--- config.mk ---
export PLATFORM = sky130hd
export DESIGN_NAME = lowest_free_room_allocator
export DESIGN_NICKNAME = d
export VERILOG_FILES = /design/src/lfra_pkg.sv /design/src/lfra_ram.sv /design/src/lfra_ctrl.sv /design/src/lfra_dp.sv /design/src/lowest_free_room_allocator.sv
export SDC_FILE = /design/constraint.sdc
export NUM_CORES = 2
export LEC_CHECK = 0
export BUFFER_PORTS_ARGS = -buffer_cell sky130_fd_sc_hd__buf_4
export CELL_PAD_IN_SITES_DETAIL_PLACEMENT = 1
export CELL_PAD_IN_SITES_GLOBAL_PLACEMENT = 1
export CORE_ASPECT_RATIO = 0.9
export CORE_MARGIN = 4
export CORE_UTILIZATION = 43
export DETAILED_ROUTE_END_ITERATION = 10
export PLACE_DENSITY = 0.75
export RECOVER_POWER = 100
export SKIP_CTS_REPAIR_TIMING = 1
export SYNTH_ARGS = -nofsm -noshare
export SYNTH_HDL_FRONTEND = slang
export SYNTH_HIERARCHICAL = 1
export SYNTH_SLANG_ARGS = --single-unit
export TNS_END_PERCENT = 30
--- constraint.sdc ---
create_clock -name i_clk -period 27.2 [get_ports i_clk]
set_clock_uncertainty 0.2 [all_clocks]
set_input_delay 1.36 -clock i_clk [delete_from_list [all_inputs] [get_ports i_clk]]
set_output_delay 1.36 -clock i_clk [all_outputs]
set_load 0.005 [all_outputs]
--- src/lfra_pkg.sv ---
package lfra_pkg;

    localparam logic ACT_ARRIVE = 1'b0;
    localparam logic ACT_DEPART = 1'b1;

    // free-map bits examined per scan cycle
    localparam int SCAN_W = 32;

    typedef struct packed {
        logic       action;
        logic [7:0] customer;
    } t_in;

    typedef struct packed {
        logic [8:0] room;
        logic [7:0] customer_out;
        logic [8:0] occupancy;
        logic [8:0] peak_occupancy;
        logic       no_room;
    } t_out;

    typedef enum logic [1:0] {
        S_IDLE,
        S_READ,
        S_SCAN,
        S_DONE
    } t_state;

    typedef struct packed {
        logic load;
        logic scan_next;
        logic alloc;
        logic rel;
        logic set_full;
        logic emit;
    } t_cmd;

    typedef struct packed {
        logic in_ok;
        logic in_depart;
        logic rel_ok;
        logic chunk_hit;
        logic chunk_last;
        logic out_free;
    } t_sts;

endpackage

--- src/lfra_ram.sv ---
module lfra_ram #(
    parameter int WIDTH = 9,
    parameter int DEPTH = 256
) (
    input  logic                                    i_clk,
    input  logic                                    i_we,
    input  logic [(DEPTH > 1 ? $clog2(DEPTH) : 1)-1:0] i_waddr,
    input  logic [WIDTH-1:0]                        i_wdata,
    input  logic [(DEPTH > 1 ? $clog2(DEPTH) : 1)-1:0] i_raddr,
    output logic [WIDTH-1:0]                        o_rdata
);

    logic [WIDTH-1:0] r_mem [DEPTH];
    logic [WIDTH-1:0] r_rdata;

    always_ff @(posedge i_clk) begin
        if (i_we) begin
            r_mem[i_waddr] <= i_wdata;
        end
        r_rdata <= r_mem[i_raddr];
    end

    assign o_rdata = r_rdata;

endmodule

--- src/lfra_ctrl.sv ---
module lfra_ctrl (
    input  logic            i_clk,
    input  logic            i_rst_n,
    input  logic            i_in_valid,
    output logic            o_in_stall,
    input  lfra_pkg::t_sts  i_sts,
    output lfra_pkg::t_cmd  o_cmd
);

    lfra_pkg::t_state r_state;
    lfra_pkg::t_state n_state;

    always_ff @(posedge i_clk) begin
        if (!i_rst_n) begin
            r_state <= lfra_pkg::S_IDLE;
        end else begin
            r_state <= n_state;
        end
    end

    always_comb begin
        n_state    = r_state;
        o_cmd      = '0;
        o_in_stall = 1'b1;
        case (r_state)
            lfra_pkg::S_IDLE: begin
                o_in_stall = 1'b0;
                if (i_in_valid) begin
                    o_cmd.load = 1'b1;
                    if (!i_sts.in_ok) begin
                        n_state = lfra_pkg::S_DONE;
                    end else if (i_sts.in_depart) begin
                        n_state = lfra_pkg::S_READ;
                    end else begin
                        n_state = lfra_pkg::S_SCAN;
                    end
                end
            end
            lfra_pkg::S_READ: begin
                o_cmd.rel = i_sts.rel_ok;
                n_state   = lfra_pkg::S_DONE;
            end
            lfra_pkg::S_SCAN: begin
                if (i_sts.chunk_hit) begin
                    o_cmd.alloc = 1'b1;
                    n_state     = lfra_pkg::S_DONE;
                end else if (i_sts.chunk_last) begin
                    o_cmd.set_full = 1'b1;
                    n_state        = lfra_pkg::S_DONE;
                end else begin
                    o_cmd.scan_next = 1'b1;
                end
            end
            lfra_pkg::S_DONE: begin
                if (i_sts.out_free) begin
                    o_cmd.emit = 1'b1;
                    n_state    = lfra_pkg::S_IDLE;
                end
            end
            default: begin
                n_state = lfra_pkg::S_IDLE;
            end
        endcase
    end

endmodule

--- src/lfra_dp.sv ---
module lfra_dp #(
    parameter int ROOMS     = 256,
    parameter int CUSTOMERS = 256
) (
    input  logic            i_clk,
    input  logic            i_rst_n,
    input  lfra_pkg::t_cmd  i_cmd,
    output lfra_pkg::t_sts  o_sts,
    input  lfra_pkg::t_in   i_in_data,
    output logic            o_out_valid,
    input  logic            i_out_stall,
    output lfra_pkg::t_out  o_out_data
);

    localparam int RW  = $clog2(ROOMS + 1);
    localparam int FW  = $clog2(ROOMS);
    localparam int AW  = $clog2(CUSTOMERS);
    localparam int CXW = (AW > 8) ? AW : 8;
    localparam int CW  = (ROOMS < lfra_pkg::SCAN_W) ? ROOMS : lfra_pkg::SCAN_W;
    localparam int EW  = $clog2(CW);
    localparam int NCH = (ROOMS + CW - 1) / CW;
    localparam int CHW = (NCH > 1) ? $clog2(NCH) : 1;

    logic [ROOMS-1:0]   r_free;
    logic [RW-1:0]      r_in_use;
    logic [RW-1:0]      r_peak;
    logic               r_out_valid;
    lfra_pkg::t_out     r_out;

    logic               r_act;
    logic [7:0]         r_cust;
    logic [RW-1:0]      r_room;
    logic               r_full;
    logic [CHW-1:0]     r_chunk;

    logic [CXW-1:0]     in_cust_x;
    logic [CXW-1:0]     r_cust_x;
    logic [AW-1:0]      raddr;
    logic [AW-1:0]      waddr;
    logic [RW-1:0]      wdata;
    logic [RW-1:0]      held;
    logic [RW-1:0]      held_m1;
    logic [FW-1:0]      held_idx;
    logic               rel_ok;

    logic [NCH*CW-1:0]  free_pad;
    logic [CW-1:0]      chunk_bits;
    logic [EW-1:0]      enc;
    logic               hit;
    logic [RW-1:0]      slot;
    logic [RW-1:0]      room_new;
    logic [RW-1:0]      in_use_inc;

    assign in_cust_x = CXW'(i_in_data.customer);
    assign r_cust_x  = CXW'(r_cust);
    assign raddr     = i_cmd.load ? in_cust_x[AW-1:0] : r_cust_x[AW-1:0];
    assign waddr     = r_cust_x[AW-1:0];
    assign wdata     = i_cmd.alloc ? room_new : '0;

    lfra_ram #(
        .WIDTH (RW),
        .DEPTH (CUSTOMERS)
    ) u_held (
        .i_clk   (i_clk),
        .i_we    (i_cmd.alloc | i_cmd.rel),
        .i_waddr (waddr),
        .i_wdata (wdata),
        .i_raddr (raddr),
        .o_rdata (held)
    );

    // departure: recorded room must be in range and currently taken
    assign held_m1  = held - RW'(1);
    assign held_idx = held_m1[FW-1:0];
    assign rel_ok   = (held != '0) && ({1'b0, held} <= (RW + 1)'(ROOMS))
                      && !r_free[held_idx];

    // lowest free bit of the current chunk; padding bits read as taken
    assign free_pad   = (NCH * CW)'(r_free);
    assign chunk_bits = free_pad[r_chunk * CW +: CW];

    always_comb begin
        enc = '0;
        hit = 1'b0;
        for (int i = CW - 1; i >= 0; i--) begin
            if (chunk_bits[i]) begin
                enc = EW'(i);
                hit = 1'b1;
            end
        end
    end

    assign slot       = RW'(r_chunk) * RW'(CW) + RW'(enc);
    assign room_new   = slot + RW'(1);
    assign in_use_inc = r_in_use + RW'(1);

    always_comb begin
        o_sts            = '0;
        o_sts.in_ok      = ({1'b0, in_cust_x} < (CXW + 1)'(CUSTOMERS));
        o_sts.in_depart  = (i_in_data.action == lfra_pkg::ACT_DEPART);
        o_sts.rel_ok     = rel_ok && (r_act == lfra_pkg::ACT_DEPART);
        o_sts.chunk_hit  = hit;
        o_sts.chunk_last = (r_chunk == CHW'(NCH - 1));
        o_sts.out_free   = !r_out_valid || !i_out_stall;
    end

    always_ff @(posedge i_clk) begin
        if (!i_rst_n) begin
            r_free      <= '1;
            r_in_use    <= '0;
            r_peak      <= '0;
            r_out_valid <= 1'b0;
        end else begin
            if (i_cmd.emit) begin
                r_out_valid <= 1'b1;
            end else if (!i_out_stall) begin
                r_out_valid <= 1'b0;
            end
            if (i_cmd.alloc) begin
                r_free[slot[FW-1:0]] <= 1'b0;
                r_in_use             <= in_use_inc;
                if (in_use_inc > r_peak) begin
                    r_peak <= in_use_inc;
                end
            end
            if (i_cmd.rel) begin
                r_free[held_idx] <= 1'b1;
                if (r_in_use != '0) begin
                    r_in_use <= r_in_use - RW'(1);
                end
            end
        end
    end

    always_ff @(posedge i_clk) begin
        if (i_cmd.load) begin
            r_act   <= i_in_data.action;
            r_cust  <= i_in_data.customer;
            r_room  <= '0;
            r_full  <= 1'b0;
            r_chunk <= '0;
        end
        if (i_cmd.scan_next) begin
            r_chunk <= r_chunk + CHW'(1);
        end
        if (i_cmd.alloc) begin
            r_room <= room_new;
        end
        if (i_cmd.rel) begin
            r_room <= held;
        end
        if (i_cmd.set_full) begin
            r_full <= 1'b1;
        end
        if (i_cmd.emit) begin
            r_out.room           <= 9'(r_room);
            r_out.customer_out   <= r_cust;
            r_out.occupancy      <= 9'(r_in_use);
            r_out.peak_occupancy <= 9'(r_peak);
            r_out.no_room        <= r_full;
        end
    end

    assign o_out_valid = r_out_valid;
    assign o_out_data  = r_out;

endmodule

--- src/lowest_free_room_allocator.sv ---
// Lowest-free room allocator.
// Input channel (i_in_valid / o_in_stall / i_in_data) carries time-ordered
// arrival and departure events; one transaction per event. Output channel
// (o_out_valid / i_out_stall / o_out_data) returns one result per event:
// room granted or freed, echoed customer, occupancy, peak and no_room flag.
// From an accepted event to o_out_valid: a departure reads its record
// from the customer table, then releases the room; a customer index out
// of range goes straight to the result; an arrival scans the free map in
// 32-room slices until a free room is found (1 to ceil(ROOMS/32) slices,
// 8 at the default size). The slice scan sets the arrival time; the
// table's registered read sets the departure time.
// Events are handled one at a time: the next event is taken the cycle
// after the previous result is loaded into the output register.
// A new event is accepted while a result still waits in the output
// register; its result is held until i_out_stall drops, and the block
// accepts nothing more meanwhile.
// Reset (synchronous, active low) frees all rooms and clears occupancy
// and peak; the customer table is not cleared.
module lowest_free_room_allocator #(
    parameter int ROOMS     = 256,
    parameter int CUSTOMERS = 256
) (
    input  logic            i_clk,
    input  logic            i_rst_n,
    input  logic            i_in_valid,
    output logic            o_in_stall,
    input  lfra_pkg::t_in   i_in_data,
    output logic            o_out_valid,
    input  logic            i_out_stall,
    output lfra_pkg::t_out  o_out_data
);

    lfra_pkg::t_cmd cmd;
    lfra_pkg::t_sts sts;

    lfra_ctrl u_ctrl (
        .i_clk      (i_clk),
        .i_rst_n    (i_rst_n),
        .i_in_valid (i_in_valid),
        .o_in_stall (o_in_stall),
        .i_sts      (sts),
        .o_cmd      (cmd)
    );

    lfra_dp #(
        .ROOMS     (ROOMS),
        .CUSTOMERS (CUSTOMERS)
    ) u_dp (
        .i_clk       (i_clk),
        .i_rst_n     (i_rst_n),
        .i_cmd       (cmd),
        .o_sts       (sts),
        .i_in_data   (i_in_data),
        .o_out_valid (o_out_valid),
        .i_out_stall (i_out_stall),
        .o_out_data  (o_out_data)
    );

endmodule

# --- Yosys cells after proc, flatten, opt, wreduce, memory -nomap -nowiden ---
# Memory sizes are Yosys's and may differ from the RTL's. A register that Yosys moved wholly into a read port is not among the register bits.
# Index checks and enable logic that the tools add are counted.
op_classes:
  n_lt_le_gt_ge: 6
  muxes: 106
  n_eq_ne: 8
  reduce_logical: 16
  bitwise_logic: 4
  n_shift: 1
  add_sub_neg: 6
op_table:
  columns: ["op", "n"]
  rows:
  - ["$mux W256", 3]
  - ["$and A256 B256 Y256", 1]
  - ["$not A256 Y256", 1]
  - ["$or A256 B256 Y256", 1]
  - ["$shiftx A256 B9 Y32", 1]
  - ["$mux W5", 32]
  - ["$mux W9", 7]
  - ["$mux W1", 51]
  - ["$add A9 B1 Y9 const B", 2]
  - ["$lt A8 B9 Y1 const B", 2]
  - ["$reduce_bool A9 Y1", 2]
  - ["$demux W1 S8", 2]
  - ["$ge A8 B1 Y1 const B", 2]
  - ["$mux W2", 6]
  - ["$add A8 B5 Y9", 1]
  - ["$gt A9 B9 Y1", 1]
  - ["$le A9 B9 Y1 const B", 1]
  - ["$sub A9 B1 Y9 const B", 1]
  - ["$bmux W1 S8", 1]
  - ["$mux W8", 1]
  - ["$pmux W2 S4", 1]
  - ["$sub A8 B1 Y8 const B", 1]
  - ["$mux W3", 2]
  - ["$logic_and A1 B1 Y1", 5]
  - ["other kinds (15)", 19]
word_totals:
  n_memories: 1
  wordCells: 163
  reg_bits: 335
  ram_bits: 2304
mem_list:
  columns: ["memory", "words", "width", "read_ports", "rd_ports_with_merged_regs", "write_ports", "line_no", "rtl"]
  rows:
  - ["u_dp.u_held.r_mem", 256, 9, 1, 1, 1, "lfra_ram.sv:13", "logic [WIDTH-1:0] r_mem [DEPTH];"]

# --- Depth between registers and ports, before layout ---
logic_depth:
  ltp_word: 44
  ltp_mapped: 22
  depth_no_buf: 16

# --- Cells and area by module ---
# Netlist, hierarchy kept.
modules_own_cells:
  columns: ["module", "seq_area_each_um2", "cells_each", "n_inst", "area_per_inst_um2"]
  rows:
  - ["lfra_ram", 69366.5, 4237, 1, 89278.1]
  - ["lfra_dp", 7156.9, 1850, 1, 18794.3]
  - ["lfra_ctrl", 40.0, 27, 1, 241.5]

# --- Worst setup path before layout ---
# OpenSTA, ideal clock, no wires.
synth_path:
  path_kind: "register to register"
  startpoint: "register u_dp.r_chunk[2]"
  endpoint: "memory u_dp.u_held.r_mem[0][8] (data pin)"
  setup_ns: 2.810
  period_less_slack_ns: 20.333
  stages_incl_launch_ff: 18
  slack_ns: 6.867
  n_path_buf: 7
  t_arrival_ns: 17.323
  path_cell_list: "edfxtp_1 > buf_6 > buf_6 > buf_2 > buf_6 > buf_6 > mux4_2 > or2_2 > a2111oi_0 > o22ai_1 > a31oi_1 > a221oi_1 > nor3_1 > ha_1 > nand2_1 > clkbuf_1 > clkbuf_1 > nor4_1"
synth_between:
  elab_chain_len: 36
  elab_cells_between_ends: 70
  cone_classes: "add/sub: 2; shift: 1; mux: 67"
synth_lines:
  columns: ["element", "line_no", "rtl"]
  rows:
  - ["start: declaration", "lfra_dp.sv:34", "logic [CHW-1:0] r_chunk;"]
  - ["start signal: assignment", "lfra_dp.sv:144", "r_chunk <= r_chunk + CHW'(1);"]
  - ["$shiftx A256 B9 Y32", "lfra_dp.sv:80", "assign chunk_bits = free_pad[r_chunk * CW +: CW];"]
  - ["$mux W5 / $mux W1 (equally long branches) (32 in series)", "lfra_dp.sv:86", "if (chunk_bits[i]) begin"]
  - ["$add A8 B5 Y9 / $mux W1 (equally long branches)", "lfra_dp.sv:93, lfra_ctrl.sv:44", null]
  - ["$add A9 B1 Y9 / $mux W2 (equally long branches)", "lfra_dp.sv:94, lfra_ctrl.sv:25", null]
  - ["$mux W9 *", "lfra_dp.sv:58", "assign wdata = i_cmd.alloc ? room_new : '0;"]
  - ["via u_dp.wdata[8]", "lfra_dp.sv:40", "logic [RW-1:0] wdata;"]
  - ["end: declaration", "lfra_ram.sv:13", null]
# Mark *: on every way through the listed nets, which the timed path passes. The rest lies on a longest branch.

==> results.yml <==
routing:
  wire_per_inst_um: 33.14
  wirelength_um: 320800
  vias: 63220
  ant_nets: 0
  dr.pass1.iters: 6
  drc: 0
  via_per_inst: 6.530
  drt_iter0_markers: 8160
logic_synthesis:
  synth_cell_types: 96
  synth.largest_area_cell: "edfxtp_1"
  synth-main-ff-cell: "edfxtp_1"
  synth_area_leaders: "edfxtp_1 (65%), mux4_2 (12%), dfxtp_1 (5.5%)"
  ys_seq_area_frac: 0.7069
  ys_ff_latch: 2648
  synth_area_um2: 108300
  synth_edf_count: 2353
  synth_nets: 6154
  yosys_warnings: 6
  avgSynthCellArea_um2: 17.72
  yosysTopAreaCellShare: 0.6523
  synthArstFlopShare: 0
  synth_cells: 6114
clock_network:
  numClockSinks: 2648
  htreeDepth: 5
  cts_buffer_depth: 4
  cts-root-buf: "clkbuf_16"
  path_clk_slew_ns: 0.06
  clk_latency_ns: 0.86
  numCtsBuffers: 275
  cts_tree: "built"
die:
  rows: 174
  dieArea_um2: 260000
  dieHeight_um: 484.1
  start_util: 0.4330
  io_pins: 51
  fp.dieW_um: 537.0
  fp.coreArea_um2: 250100
status:
  violations: "capacitance limit, slew limit"
  run_status: "finished with violations"
sta:
  worst_pin_slew_ns: 8.874
  hold_viol: 0
  fin_crit_sh: 0.6411
  rsz0062_at_grt: "false"
  fin_tns_setup_ns: 0
  max-slew-margin-rel: -4.916
  fmax_mhz: 57.34
  drv_slew: 2284
  fin_crit_ns: 17.44
  fin_hold_ws_ns: 0.2260
  setup_viol: 0
worst_setup_path:
  start_kind: "register"
  worstPathArrival_ns: 17.73
  crit_path_end_kind: "register"
  reg2reg_to: "u_dp/u_held/r_mem[83][8]$_DFFE_PP_"
  r2r-start: "u_dp/r_chunk[2]$_SDFFCE_PN0P_"
  cp.required_ns: 27.49
  worst-r2r-cell-count: 15
  crit_end: "u_dp/u_held/r_mem[83][8]$_DFFE_PP_"
  worstSetupPathType: "register to register"
  r2r_slack_ns: 9.76
  critPathLaunch: "u_dp/r_chunk[2]$_SDFFCE_PN0P_"
  crit_fanout: 91
placed_design:
  gp_congestion: 0.9306
  dp_hpwl_um: 192400
  port-buffer-count: 50
global_route:
  track_usage: 0.2422
  grt_pass1_wl_um: 466900
  grt_max_degree: 226
  overflow: 0
  antenna_found_initial: 10
  grt_pass1_vias: 65120
worst_hold_path:
  holdCritPathClass: "register to register"
flow_run:
  max_cap_violations: 56
power_and_ir_drop:
  power.density_nw_per_um2: 98.49
  ir_worst_vdd_uv: 100.2
  power.total_mw: 11.84
  leakagePower_nw: 34.98
final_layout:
  final_layout_size_suffix_gt1_frac: 0.1875
  fin_nets: 6161
  fillers: 23200
  fin_util: 0.4806
  area_delta_synth_final_pct: 11.00
[kinds of logic after synthesis]
group	Yosys count	share of synthesized area
AO/OA/AOI/OAI	1197	0.07740
XOR/XNOR	23	0.001860
adder cells (fa/ha/maj)	27	0.003119
buffers and inverters	494	0.02422
flip-flops	2648	0.7069
multiplexers	870	0.1493
other	1	0.00003462
AND/OR/NAND/NOR	854	0.03723
[report_power, final]
group	internal [mW]	switching (mW)	total [mW]	leakage, nW
logic	1.13	2.30	3.43	8.54
clock network	2.16	1.57	3.73	4.28
registers	4.60	0.0733	4.68	22.2
[metrics by stage]
step	std cells	cell area, um2	worst slack (ns)
floorplan	6114	108300	6.867
global placement	9186	111800	18.23
global route	9676	120200	8.878
CTS	9675	120600	17.91
finish	9680	120200	9.761
detailed placement	9188	111800	17.85
[state kept, by name (all words and copies together) (netlist names)]
register,flops
u_dp/free_pad,256
u_dp/r_peak,9
u_dp/r_act,1
u_dp/r_room,9
u_dp/u_held/o_rdata,9
u_dp/r_in_use,9
u_dp/u_held/r_mem,2304
u_ctrl/r_state,2
u_dp/r_chunk,3
u_dp/r_cust,8
u_dp/o_out_data,36
u_dp/o_out_valid,1
u_dp/r_full,1
[cell usage in the layout, fill, tap and decap left out, types with 54 or more instances in the layout]
cell type	count
a21oi_1	129
a22oi_1	181
buf_4	86
clkbuf_1	129
clkbuf_16	282
dfxtp_1	294
edfxtp_1	2353
mux2i_1	235
mux4_2	580
nand2_1	109
nand3_1	92
nor2_1	362
nor3_1	65
o211ai_1	261
o21ai_0	189
o22ai_1	72
o31ai_1	72
o41ai_1	54
[critical path, cell delays in order, from the launching register on]
cell      delay [ns]
edfxtp_1        0.63
clkbuf_1        1.62
clkbuf_1        2.15
o311ai_0        0.55
o21ai_0         0.22
o21ai_0         0.18
nand2_1         0.17
or2_0           0.68
nor3_1          0.12
nand2_1         0.28
and2_0          1.13
nand2_1         1.48
nor4_2          0.49
clkbuf_1        2.86
clkbuf_1        2.85
buf_4           1.12
[final cells by class]
| cell class | instances | area, um2 | area share |
|---|---|---|---|
| well taps | 3344 | 4184 | 0.03480 |
| repair buffers | 189 | 1242 | 0.01033 |
| diodes | 5 | 12.51 | 0.0001041 |
| clock inverters | 134 | 1374 | 0.01143 |
| inverters | 35 | 131.4 | 0.001093 |
| multi-input cells | 2972 | 29300 | 0.2437 |
| flip-flops and latches | 2648 | 76570 | 0.6368 |
| clock buffers | 353 | 7423 | 0.06174 |
[per-layer routing]
metal,vias up,share of wire,global-route usage
li1,25270,-,-
met4,2,0.040,0.08816
met3,665,0.11,0.05588
met1,33560,0.39,0.3365
met5,-,0.000041,0
met2,3723,0.47,0.3756
[worst min path at each step]
stage                             startpoint                             to  slack (ns)  depth (start not counted)
floorplan           u_dp/r_room[0]$_DFFE_PP_  u_dp/o_out_data[27]$_DFFE_PP_        0.20                          0
global placement    u_dp/r_room[1]$_DFFE_PP_  u_dp/o_out_data[28]$_DFFE_PP_        0.21                          0
detailed placement  u_dp/r_room[1]$_DFFE_PP_  u_dp/o_out_data[28]$_DFFE_PP_        0.21                          0
CTS                 u_dp/r_room[1]$_DFFE_PP_  u_dp/o_out_data[28]$_DFFE_PP_        0.23                          0
global route        u_dp/r_room[1]$_DFFE_PP_  u_dp/o_out_data[28]$_DFFE_PP_        0.24                          0
finish              u_dp/r_room[1]$_DFFE_PP_  u_dp/o_out_data[28]$_DFFE_PP_        0.23                          0
[synth_stat cells (43+ instances only)]
cell      count
clkbuf_1    257
o31ai_1      70
edfxtp_1   2353
o21ai_0     184
o41ai_1      52
nand2_1     109
o211ai_1    261
dfxtp_1     295
mux2_2       43
nand3_1      92
o22ai_1      72
a22oi_1     181
buf_2        81
nor2b_1      54
a21oi_1     131
mux2i_1     236
nor3_1       65
mux4_2      580
nor2_1      367
Power figures use the tool's default switching activity.
